`config.mk`:
```
export PLATFORM = sky130hd
export DESIGN_NAME = arpc_seq
export DESIGN_NICKNAME = d
export VERILOG_FILES = /design/src/rtl/arpc_pkg.sv /design/src/rtl/arpc_seq.sv
export SDC_FILE = /design/constraint.sdc
export NUM_CORES = 1
export LEC_CHECK = 0
export ABC_AREA = 1
export BUFFER_PORTS_ARGS = -buffer_cell sky130_fd_sc_hd__buf_2
export CELL_PAD_IN_SITES_DETAIL_PLACEMENT = 0
export CELL_PAD_IN_SITES_GLOBAL_PLACEMENT = 1
export CORE_MARGIN = 5
export CORE_UTILIZATION = 35
export DETAILED_ROUTE_END_ITERATION = 10
export PLACE_DENSITY_LB_ADDON = 0.1
export SLEW_MARGIN = 15
export SYNTH_ARGS = -nofsm -noshare
export SYNTH_HDL_FRONTEND = slang
export SYNTH_SLANG_ARGS = --single-unit
```
`constraint.sdc`:
```
create_clock -name clock -period 9.4 [get_ports clock]
set_input_delay 2.82 -clock clock [delete_from_list [all_inputs] [get_ports clock]]
set_output_delay 2.82 -clock clock [all_outputs]
set_load 0.02 [all_outputs]
```
`src/rtl/arpc_pkg.sv`:
```
// Shared types, constants and helpers for the ARP cache lookup and learn block.
// Used by arpc_table, arpc_seq, arp_cache_lookup_learn and arpc_checker.
`default_nettype none

package arpc_pkg;

   localparam int TABLE_DEPTH = 64;
   localparam int ADDR_W      = (TABLE_DEPTH > 1) ? $clog2(TABLE_DEPTH) : 1;
   localparam int CNT_W       = $clog2(TABLE_DEPTH + 1);

   localparam int IP_W     = 32;
   localparam int MAC_W    = 48;
   localparam int IDX_W    = 6;
   localparam int STATUS_W = 3;

   localparam logic OP_LOOKUP = 1'b0;
   localparam logic OP_LEARN  = 1'b1;

   localparam logic [STATUS_W-1:0] ST_HIT     = 3'd0;
   localparam logic [STATUS_W-1:0] ST_MISS    = 3'd1;
   localparam logic [STATUS_W-1:0] ST_UPDATED = 3'd2;
   localparam logic [STATUS_W-1:0] ST_ADDED   = 3'd3;
   localparam logic [STATUS_W-1:0] ST_FULL    = 3'd4;

   typedef struct packed {
      logic              rd_en;
      logic [ADDR_W-1:0] rd_addr;
      logic              key_wr_en;
      logic              val_wr_en;
      logic [ADDR_W-1:0] wr_addr;
      logic [IP_W-1:0]   wr_key;
      logic [MAC_W-1:0]  wr_val;
   } tbl_req_type;

   typedef struct packed {
      logic [IP_W-1:0]  key;
      logic [MAC_W-1:0] val;
   } tbl_rd_type;

   // The reported entry index is the low bits of the table index.
   function automatic logic [IDX_W-1:0] entry_idx(input logic [CNT_W-1:0] v);
      return IDX_W'(v);
   endfunction

endpackage

`default_nettype wire

```
`src/rtl/arpc_seq.sv`:
```
// Search sequencer of the ARP cache: scans filled entries with one key comparator, then
// updates the table on a learn and loads the result register. Depends on arpc_pkg.
`default_nettype none

module arpc_seq (
   input  logic                           clock,
   input  logic                           reset,
   input  logic                           req_valid,
   output logic                           req_ready,
   input  logic                           req_opcode,
   input  logic [arpc_pkg::IP_W-1:0]      req_ip_address,
   input  logic [arpc_pkg::MAC_W-1:0]     req_mac_address,
   output logic                           rsp_valid,
   input  logic                           rsp_ready,
   output logic [arpc_pkg::STATUS_W-1:0]  rsp_status,
   output logic [arpc_pkg::MAC_W-1:0]     rsp_found_mac,
   output logic [arpc_pkg::IDX_W-1:0]     rsp_entry_index,
   output arpc_pkg::tbl_req_type          tbl_req,
   input  arpc_pkg::tbl_rd_type           tbl_rd
);

   localparam logic [1:0] S_IDLE    = 2'd0;
   localparam logic [1:0] S_SCAN    = 2'd1;
   localparam logic [1:0] S_RESOLVE = 2'd2;

   logic [1:0]                    state_ff, state_in;
   logic                          op_ff, op_in;
   logic [arpc_pkg::IP_W-1:0]     ip_ff, ip_in;
   logic [arpc_pkg::MAC_W-1:0]    mac_ff, mac_in;
   logic [arpc_pkg::CNT_W-1:0]    scan_ff, scan_in;
   logic                          pend_ff, pend_in;
   logic [arpc_pkg::CNT_W-1:0]    pend_idx_ff, pend_idx_in;
   logic                          hit_ff, hit_in;
   logic [arpc_pkg::CNT_W-1:0]    hit_idx_ff, hit_idx_in;
   logic [arpc_pkg::MAC_W-1:0]    hit_val_ff, hit_val_in;
   logic [arpc_pkg::CNT_W-1:0]    filled_ff, filled_in;
   logic                          rsp_valid_ff, rsp_valid_in;
   logic [arpc_pkg::STATUS_W-1:0] rsp_status_ff, rsp_status_in;
   logic [arpc_pkg::MAC_W-1:0]    rsp_mac_ff, rsp_mac_in;
   logic [arpc_pkg::IDX_W-1:0]    rsp_idx_ff, rsp_idx_in;
   logic                          key_match;

   assign key_match = pend_ff && (tbl_rd.key == ip_ff);

   always_comb begin
      state_in      = state_ff;
      op_in         = op_ff;
      ip_in         = ip_ff;
      mac_in        = mac_ff;
      scan_in       = scan_ff;
      pend_in       = pend_ff;
      pend_idx_in   = pend_idx_ff;
      hit_in        = hit_ff;
      hit_idx_in    = hit_idx_ff;
      hit_val_in    = hit_val_ff;
      filled_in     = filled_ff;
      rsp_valid_in  = rsp_valid_ff;
      rsp_status_in = rsp_status_ff;
      rsp_mac_in    = rsp_mac_ff;
      rsp_idx_in    = rsp_idx_ff;
      req_ready     = 1'b0;
      tbl_req       = '0;

      if (rsp_valid_ff && rsp_ready) begin
         rsp_valid_in = 1'b0;
      end

      case (state_ff)
         S_IDLE: begin
            req_ready = 1'b1;
            if (req_valid) begin
               op_in    = req_opcode;
               ip_in    = req_ip_address;
               mac_in   = req_mac_address;
               scan_in  = '0;
               pend_in  = 1'b0;
               hit_in   = 1'b0;
               state_in = S_SCAN;
            end
         end
         S_SCAN: begin
            if (key_match) begin
               hit_in     = 1'b1;
               hit_idx_in = pend_idx_ff;
               hit_val_in = tbl_rd.val;
               pend_in    = 1'b0;
               state_in   = S_RESOLVE;
            end else if (scan_ff < filled_ff) begin
               tbl_req.rd_en   = 1'b1;
               tbl_req.rd_addr = scan_ff[arpc_pkg::ADDR_W-1:0];
               pend_in         = 1'b1;
               pend_idx_in     = scan_ff;
               scan_in         = arpc_pkg::CNT_W'(scan_ff + 1'b1);
            end else begin
               pend_in  = 1'b0;
               state_in = S_RESOLVE;
            end
         end
         S_RESOLVE: begin
            if (!rsp_valid_ff || rsp_ready) begin
               rsp_valid_in = 1'b1;
               rsp_mac_in   = '0;
               rsp_idx_in   = '0;
               state_in     = S_IDLE;
               if (op_ff == arpc_pkg::OP_LOOKUP) begin
                  if (hit_ff) begin
                     rsp_status_in = arpc_pkg::ST_HIT;
                     rsp_mac_in    = hit_val_ff;
                     rsp_idx_in    = arpc_pkg::entry_idx(hit_idx_ff);
                  end else begin
                     rsp_status_in = arpc_pkg::ST_MISS;
                  end
               end else if (hit_ff) begin
                  tbl_req.val_wr_en = 1'b1;
                  tbl_req.wr_addr   = hit_idx_ff[arpc_pkg::ADDR_W-1:0];
                  tbl_req.wr_val    = mac_ff;
                  rsp_status_in     = arpc_pkg::ST_UPDATED;
                  rsp_idx_in        = arpc_pkg::entry_idx(hit_idx_ff);
               end else if (filled_ff < arpc_pkg::CNT_W'(arpc_pkg::TABLE_DEPTH)) begin
                  tbl_req.key_wr_en = 1'b1;
                  tbl_req.val_wr_en = 1'b1;
                  tbl_req.wr_addr   = filled_ff[arpc_pkg::ADDR_W-1:0];
                  tbl_req.wr_key    = ip_ff;
                  tbl_req.wr_val    = mac_ff;
                  filled_in         = arpc_pkg::CNT_W'(filled_ff + 1'b1);
                  rsp_status_in     = arpc_pkg::ST_ADDED;
                  rsp_idx_in        = arpc_pkg::entry_idx(filled_ff);
               end else begin
                  rsp_status_in = arpc_pkg::ST_FULL;
               end
            end
         end
         default: begin
            state_in = S_IDLE;
         end
      endcase
   end

   always_ff @(posedge clock) begin
      if (reset) begin
         state_ff     <= S_IDLE;
         pend_ff      <= 1'b0;
         filled_ff    <= '0;
         rsp_valid_ff <= 1'b0;
      end else begin
         state_ff     <= state_in;
         pend_ff      <= pend_in;
         filled_ff    <= filled_in;
         rsp_valid_ff <= rsp_valid_in;
      end
   end

   always_ff @(posedge clock) begin
      op_ff         <= op_in;
      ip_ff         <= ip_in;
      mac_ff        <= mac_in;
      scan_ff       <= scan_in;
      pend_idx_ff   <= pend_idx_in;
      hit_ff        <= hit_in;
      hit_idx_ff    <= hit_idx_in;
      hit_val_ff    <= hit_val_in;
      rsp_status_ff <= rsp_status_in;
      rsp_mac_ff    <= rsp_mac_in;
      rsp_idx_ff    <= rsp_idx_in;
   end

   assign rsp_valid       = rsp_valid_ff;
   assign rsp_status      = rsp_status_ff;
   assign rsp_found_mac   = rsp_mac_ff;
   assign rsp_entry_index = rsp_idx_ff;

endmodule

`default_nettype wire

```
### Yosys cells after proc, flatten, opt, wreduce, memory -nomap -nowiden

Index checks and enable logic that the tools add are counted.

* register bits: 217
* input bits: 165

* $add $sub $neg: 2
* $lt $le $gt $ge: 2
* eq/ne operators: 9
* muxes and demuxes: 38
* bitwise operators: 2
* reductions and logical operators: 16

Operators by type and width (count)
* two-way mux 88 bit: 4
* two-way mux 7 bit: 7
* two-way mux 48 bit: 1
* equality test 32 bit: 1
* two-way mux 32 bit: 1
* two-way mux 6 bit: 4
* adder 7 x 1 -> 7 bit, second input constant: 2
* case mux 7 bit (2 select lines): 1
* two-way mux 1 bit: 10
* inequality test 2 bit, second input constant: 5
* two-way mux 3 bit: 3
* AND reduction 3 bit: 3
* two-way mux 2 bit: 4
* AND reduction 2 bit: 4
* less-than comparator 7 bit: 1
* less-than comparator 7 bit, second input constant: 1
* case mux 2 bit (3 select lines): 1
* AND reduction 5 bit: 1
* case mux 1 bit (2 select lines): 2
* AND reduction 4 bit: 1
* inequality test 3 bit, second input constant: 1
* equality test 2 x 1 -> 1 bit, second input constant: 1
* equality test 2 bit, second input constant: 1
* logical AND 1 bit: 2
* 6 further kinds: 7

### Logic depth before layout (Yosys ltp)

* word-level depth: 6
* mapped depth: 12
* depth with buffers taken out: 12

### Worst setup path after synthesis

Ideal clock, no wire load.

* kind: input -> register
* start point: in tbl_rd[72] in the netlist's numbering
* end point: reg hit_idx_ff[0] in the netlist's numbering, enable pin
* data arrival time: 7.034 ns
* data required time: 8.868 ns
* slack: 1.833 ns
* cell stages on the path: 6
* buffers on the path: 0
* path through: inv_1 nand2_1 nand2_1 nor4_1 nand3_1 nor3_1

* longest elaborated chain between the ends: 3

RTL lines
* from (decl): line arpc_seq.sv:19 `input arpc_pkg::tbl_rd_type tbl_rd`
* equality test 32 bit: line arpc_seq.sv:43 `assign key_match = pend_ff && (tbl_rd.key == ip_ff);`
* logical AND 1 bit: line arpc_seq.sv:43
* AND reduction 2 bit (no source line)
* to (signal assigned): line arpc_seq.sv:160 `hit_idx_ff <= hit_idx_in;`
* to (decl): line arpc_seq.sv:34 `logic [arpc_pkg::CNT_W-1:0] hit_idx_ff, hit_idx_in;`

No other way between the ends.
A chain may end at the register's enable or synchronous reset.

==> out/metrics.yaml <==
outcome:
  status: "finished, final reports clean"
logic_synthesis:
  synth_edf_count: 206
  synth.area.top_cells: "edfxtp_1, inv_1, nor2_1"
  async_flop_share: 0
  syn_area_um2: 9085
  synth_top_area_frac: 0.6809
  synthCells: 852
  yosys_warnings: 0
  synth_nets: 1025
  ys_ff_latch: 217
  synth_cell_types: 30
  synth_commonest_cells: "edfxtp_1, inv_1, nor2_1"
  synth_ff_type: "edfxtp_1"
  avgSynthCellArea_um2: 10.66
  synth_most_common_cell: "edfxtp_1"
  ys_seq_area_frac: 0.7051
  yosys.area.top_type: "edfxtp_1"
detailed_routing:
  antenna_left: 0
  routed_via_density: 4.318
  vias: 6650
  first_pass_iters: 5
  route.detailed.drc: 0
  wl_per_cell_um: 15.31
  drt_iter0_drc: 307
  totalWireLength_um: 23580
power:
  netSwitchingFraction: 0.2295
  seqPwrFrac: 0.491
  p_switching_uw: 529.4
  pwr_density_cell_nw_per_um2: 194.0
  cellInternalPower_uw: 1777
  vdd_drop_max_uv: 145.7
  p_comb_frac: 0.085
  total_power_uw: 2306
  clkPwrFrac: 0.424
  p_leak_uw: 0.005838
floorplanning:
  start_util: 0.3516
  rows: 59
  die_x_um: 171.1
  ios: 319
  core-area_um2: 25840
  dieArea_um2: 29280
  die_y_um: 171.1
worst_setup_path:
  r2r-start: "ip_ff[27]"
  worst-endpoint-arrival_ns: 4.32
  start_kind: "primary input"
  cp_top_family: "simple AND/OR/NAND/NOR gates"
  r2r-end: "hit_val_ff[23]"
  reg2reg_slack_ns: 7.01
  max_stage_delay_ns: 0.57
  reg2reg_depth: 9
  path_buf_inv: 3
  crit_type: "primary input to primary output"
  crit_path_end_kind: "primary output"
  cp_max_fo: 39
  cp_slowest_cell: "nand2_2"
  required_ns: 6.58
  cp_cell_sequence: "buf_2 > nor2_1 > nor2_4 > nand2_2 > buf_4 > nor2_1 > buf_2"
timing:
  finalCritPeriodShare: 0.7593
  maxSlewHeadroom: 0.3525
  tightestPinTransition_ns: 0.9678
  fin_crit_ns: 7.138
  finClkSkew_ns: 0.009998
  setup_tns_ns: 0
  rsz0062_at_grt: "no"
  slew_viol_final: 0
  setup_viol: 0
  hold_viol_final: 0
  hold-worst-slack_ns: 0.4192
  max_freq_mhz: 140.1
cells_and_area:
  layout.area.seq_um2: 6406
  multi_input_area_um2: 1857
  area_growth_pct: 30.86
  nets: 1358
  final_cells: 1540
  drive_gt1_frac: 0.3156
  fill_cells: 2561
  final_design_area_no_fill_um2: 11890
hold_path:
  hold_path_end: "hit_idx_ff[4]"
  whs_path_depth: 0
  hold_path_class: "flop to flop"
  hold_start: "pend_idx_ff[4]"
grt:
  grt_pass1_vias: 6813
  grt_pass1_wl_um: 35930
  antenna_found_initial: 2
  grtUsageTotal: 0.1549
  overflow: 0
  grt_max_degree: 65
clock_network:
  clk_path_buf_depth: 3
  path_clk_slew_ns: 0.06
  htreeDepth: 1
  clkLatencyLatePin_ns: 0.53
  post_cts_buffers: 0
  cts.sinks: 217
  cts_buffers: 25
  clockRootBuffer: "clkbuf_16"
  cts_tree: "done"
  ctsResizeCount: 0
  ctsHoldBuffers: 0
placement:
  post-dp-hpwl_um: 17760
  gp_congestion: 0.8445
  dp.cells: 1493
  place_area_um2: 11050
  io_buffers: 318
flow_run:
  cap_violations: 0
## flip-flops by register name, indices dropped and copies added (netlist names)
name,cells
ip_ff,32
scan_ff,7
rsp_found_mac,48
hit_val_ff,48
op_ff,1
rsp_status,3
rsp_valid,1
mac_ff,48
hit_idx_ff,6
state_ff,2
pend_idx_ff,6
filled_ff,7
hit_ff,1
rsp_entry_index,6
pend_ff,1
## how the worst max path moves through the flow
stage / slack (ns) / depth (start not counted) / to / startpoint
floorplan: 1.83 / 6 / hit_idx_ff[0] / tbl_rd[72]
global placement: 2.23 / 7 / tbl_req[33] / rsp_ready
detailed placement: 2.22 / 7 / tbl_req[10] / rsp_ready
CTS: 2.23 / 7 / tbl_req[10] / rsp_ready
global route: 1.99 / 11 / tbl_req[94] / tbl_rd[79]
finish: 2.26 / 7 / tbl_req[23] / rsp_ready
## per-layer routing
metal | vias up | GRT usage | part of all wire
li1 | 3366 | - | -
met2 | 241 | 0.2554 | 0.46
met3 | 38 | 0.05199 | 0.095
met5 | - | 0 | 0.00089
met1 | 3001 | 0.1986 | 0.42
met4 | 4 | 0.03720 | 0.022
## power by group through the flow
stage                     clock network (uW)  logic [uW]  registers, uW
after floorplan                            0         104           1160
after global placement                     0         200           1150
after detailed placement                   0         200           1150
after CTS                               1020         201           1130
after global routing                    1050         223           1140
final                                    979         196           1130
## stage by stage
step / worst slack (ns) / utilization
2_1_floorplan: 1.833 / -
3_3_place_gp: 2.229 / 0.4277
3_5_place_dp: 2.222 / 0.4277
4_1_cts: 2.226 / 0.4600
5_1_grt: 1.990 / 0.4600
6_report: 2.262 / 0.4601
## worst reg2reg max path, cell delays in order (launching register included)
cell      delay, ns
edfxtp_1       0.34
inv_1          0.06
nand2_1        0.13
nand2_1        0.08
nor2_1         0.15
nand4_1        0.10
nor3_1         0.22
nand3_1        0.15
nor3_2         0.14
buf_4          0.60
## placed cells by master (no fill, tap or decap), drive strengths merged
cell | netlist | routed
o21ai | 12 | 12
nand3 | 10 | 10
and3 | 7 | 7
clkbuf | 6 | 29
nor3 | 13 | 13
o211ai | 1 | 1
nand3b | 2 | 2
ha | 8 | 8
a21oi | 14 | 14
nor3b | 1 | 1
diode | 0 | 1
buf | 11 | 323
edfxtp | 206 | 206
dfxtp | 11 | 11
nor2 | 187 | 187
nand4 | 18 | 18
inv | 197 | 197
nor4 | 2 | 2
nand2 | 144 | 144
xnor2 | 1 | 1
clkinv | 0 | 13
a31oi | 1 | 1
bufinv | 0 | 4
## area by class of cell
class	instances	area share
multi-input cells	421	0.1562
repair buffers	323	0.1370
clock buffers	29	0.05388
diodes	1	0.0002105
inverters	197	0.06230
clock inverters	17	0.01631
flip-flops and latches	217	0.5388
well taps	335	0.03526
## cells by family after synthesis
family / share of synthesized area
AOI/OAI and AO/OA: 0.01625
DFF: 0.7051
and+or+nand+nor: 0.1750
xor gates and xnor gates: 0.0009642
buffers and inverters: 0.09159
adders and majority gates: 0.01102
(Power assumes the default switching activity.)
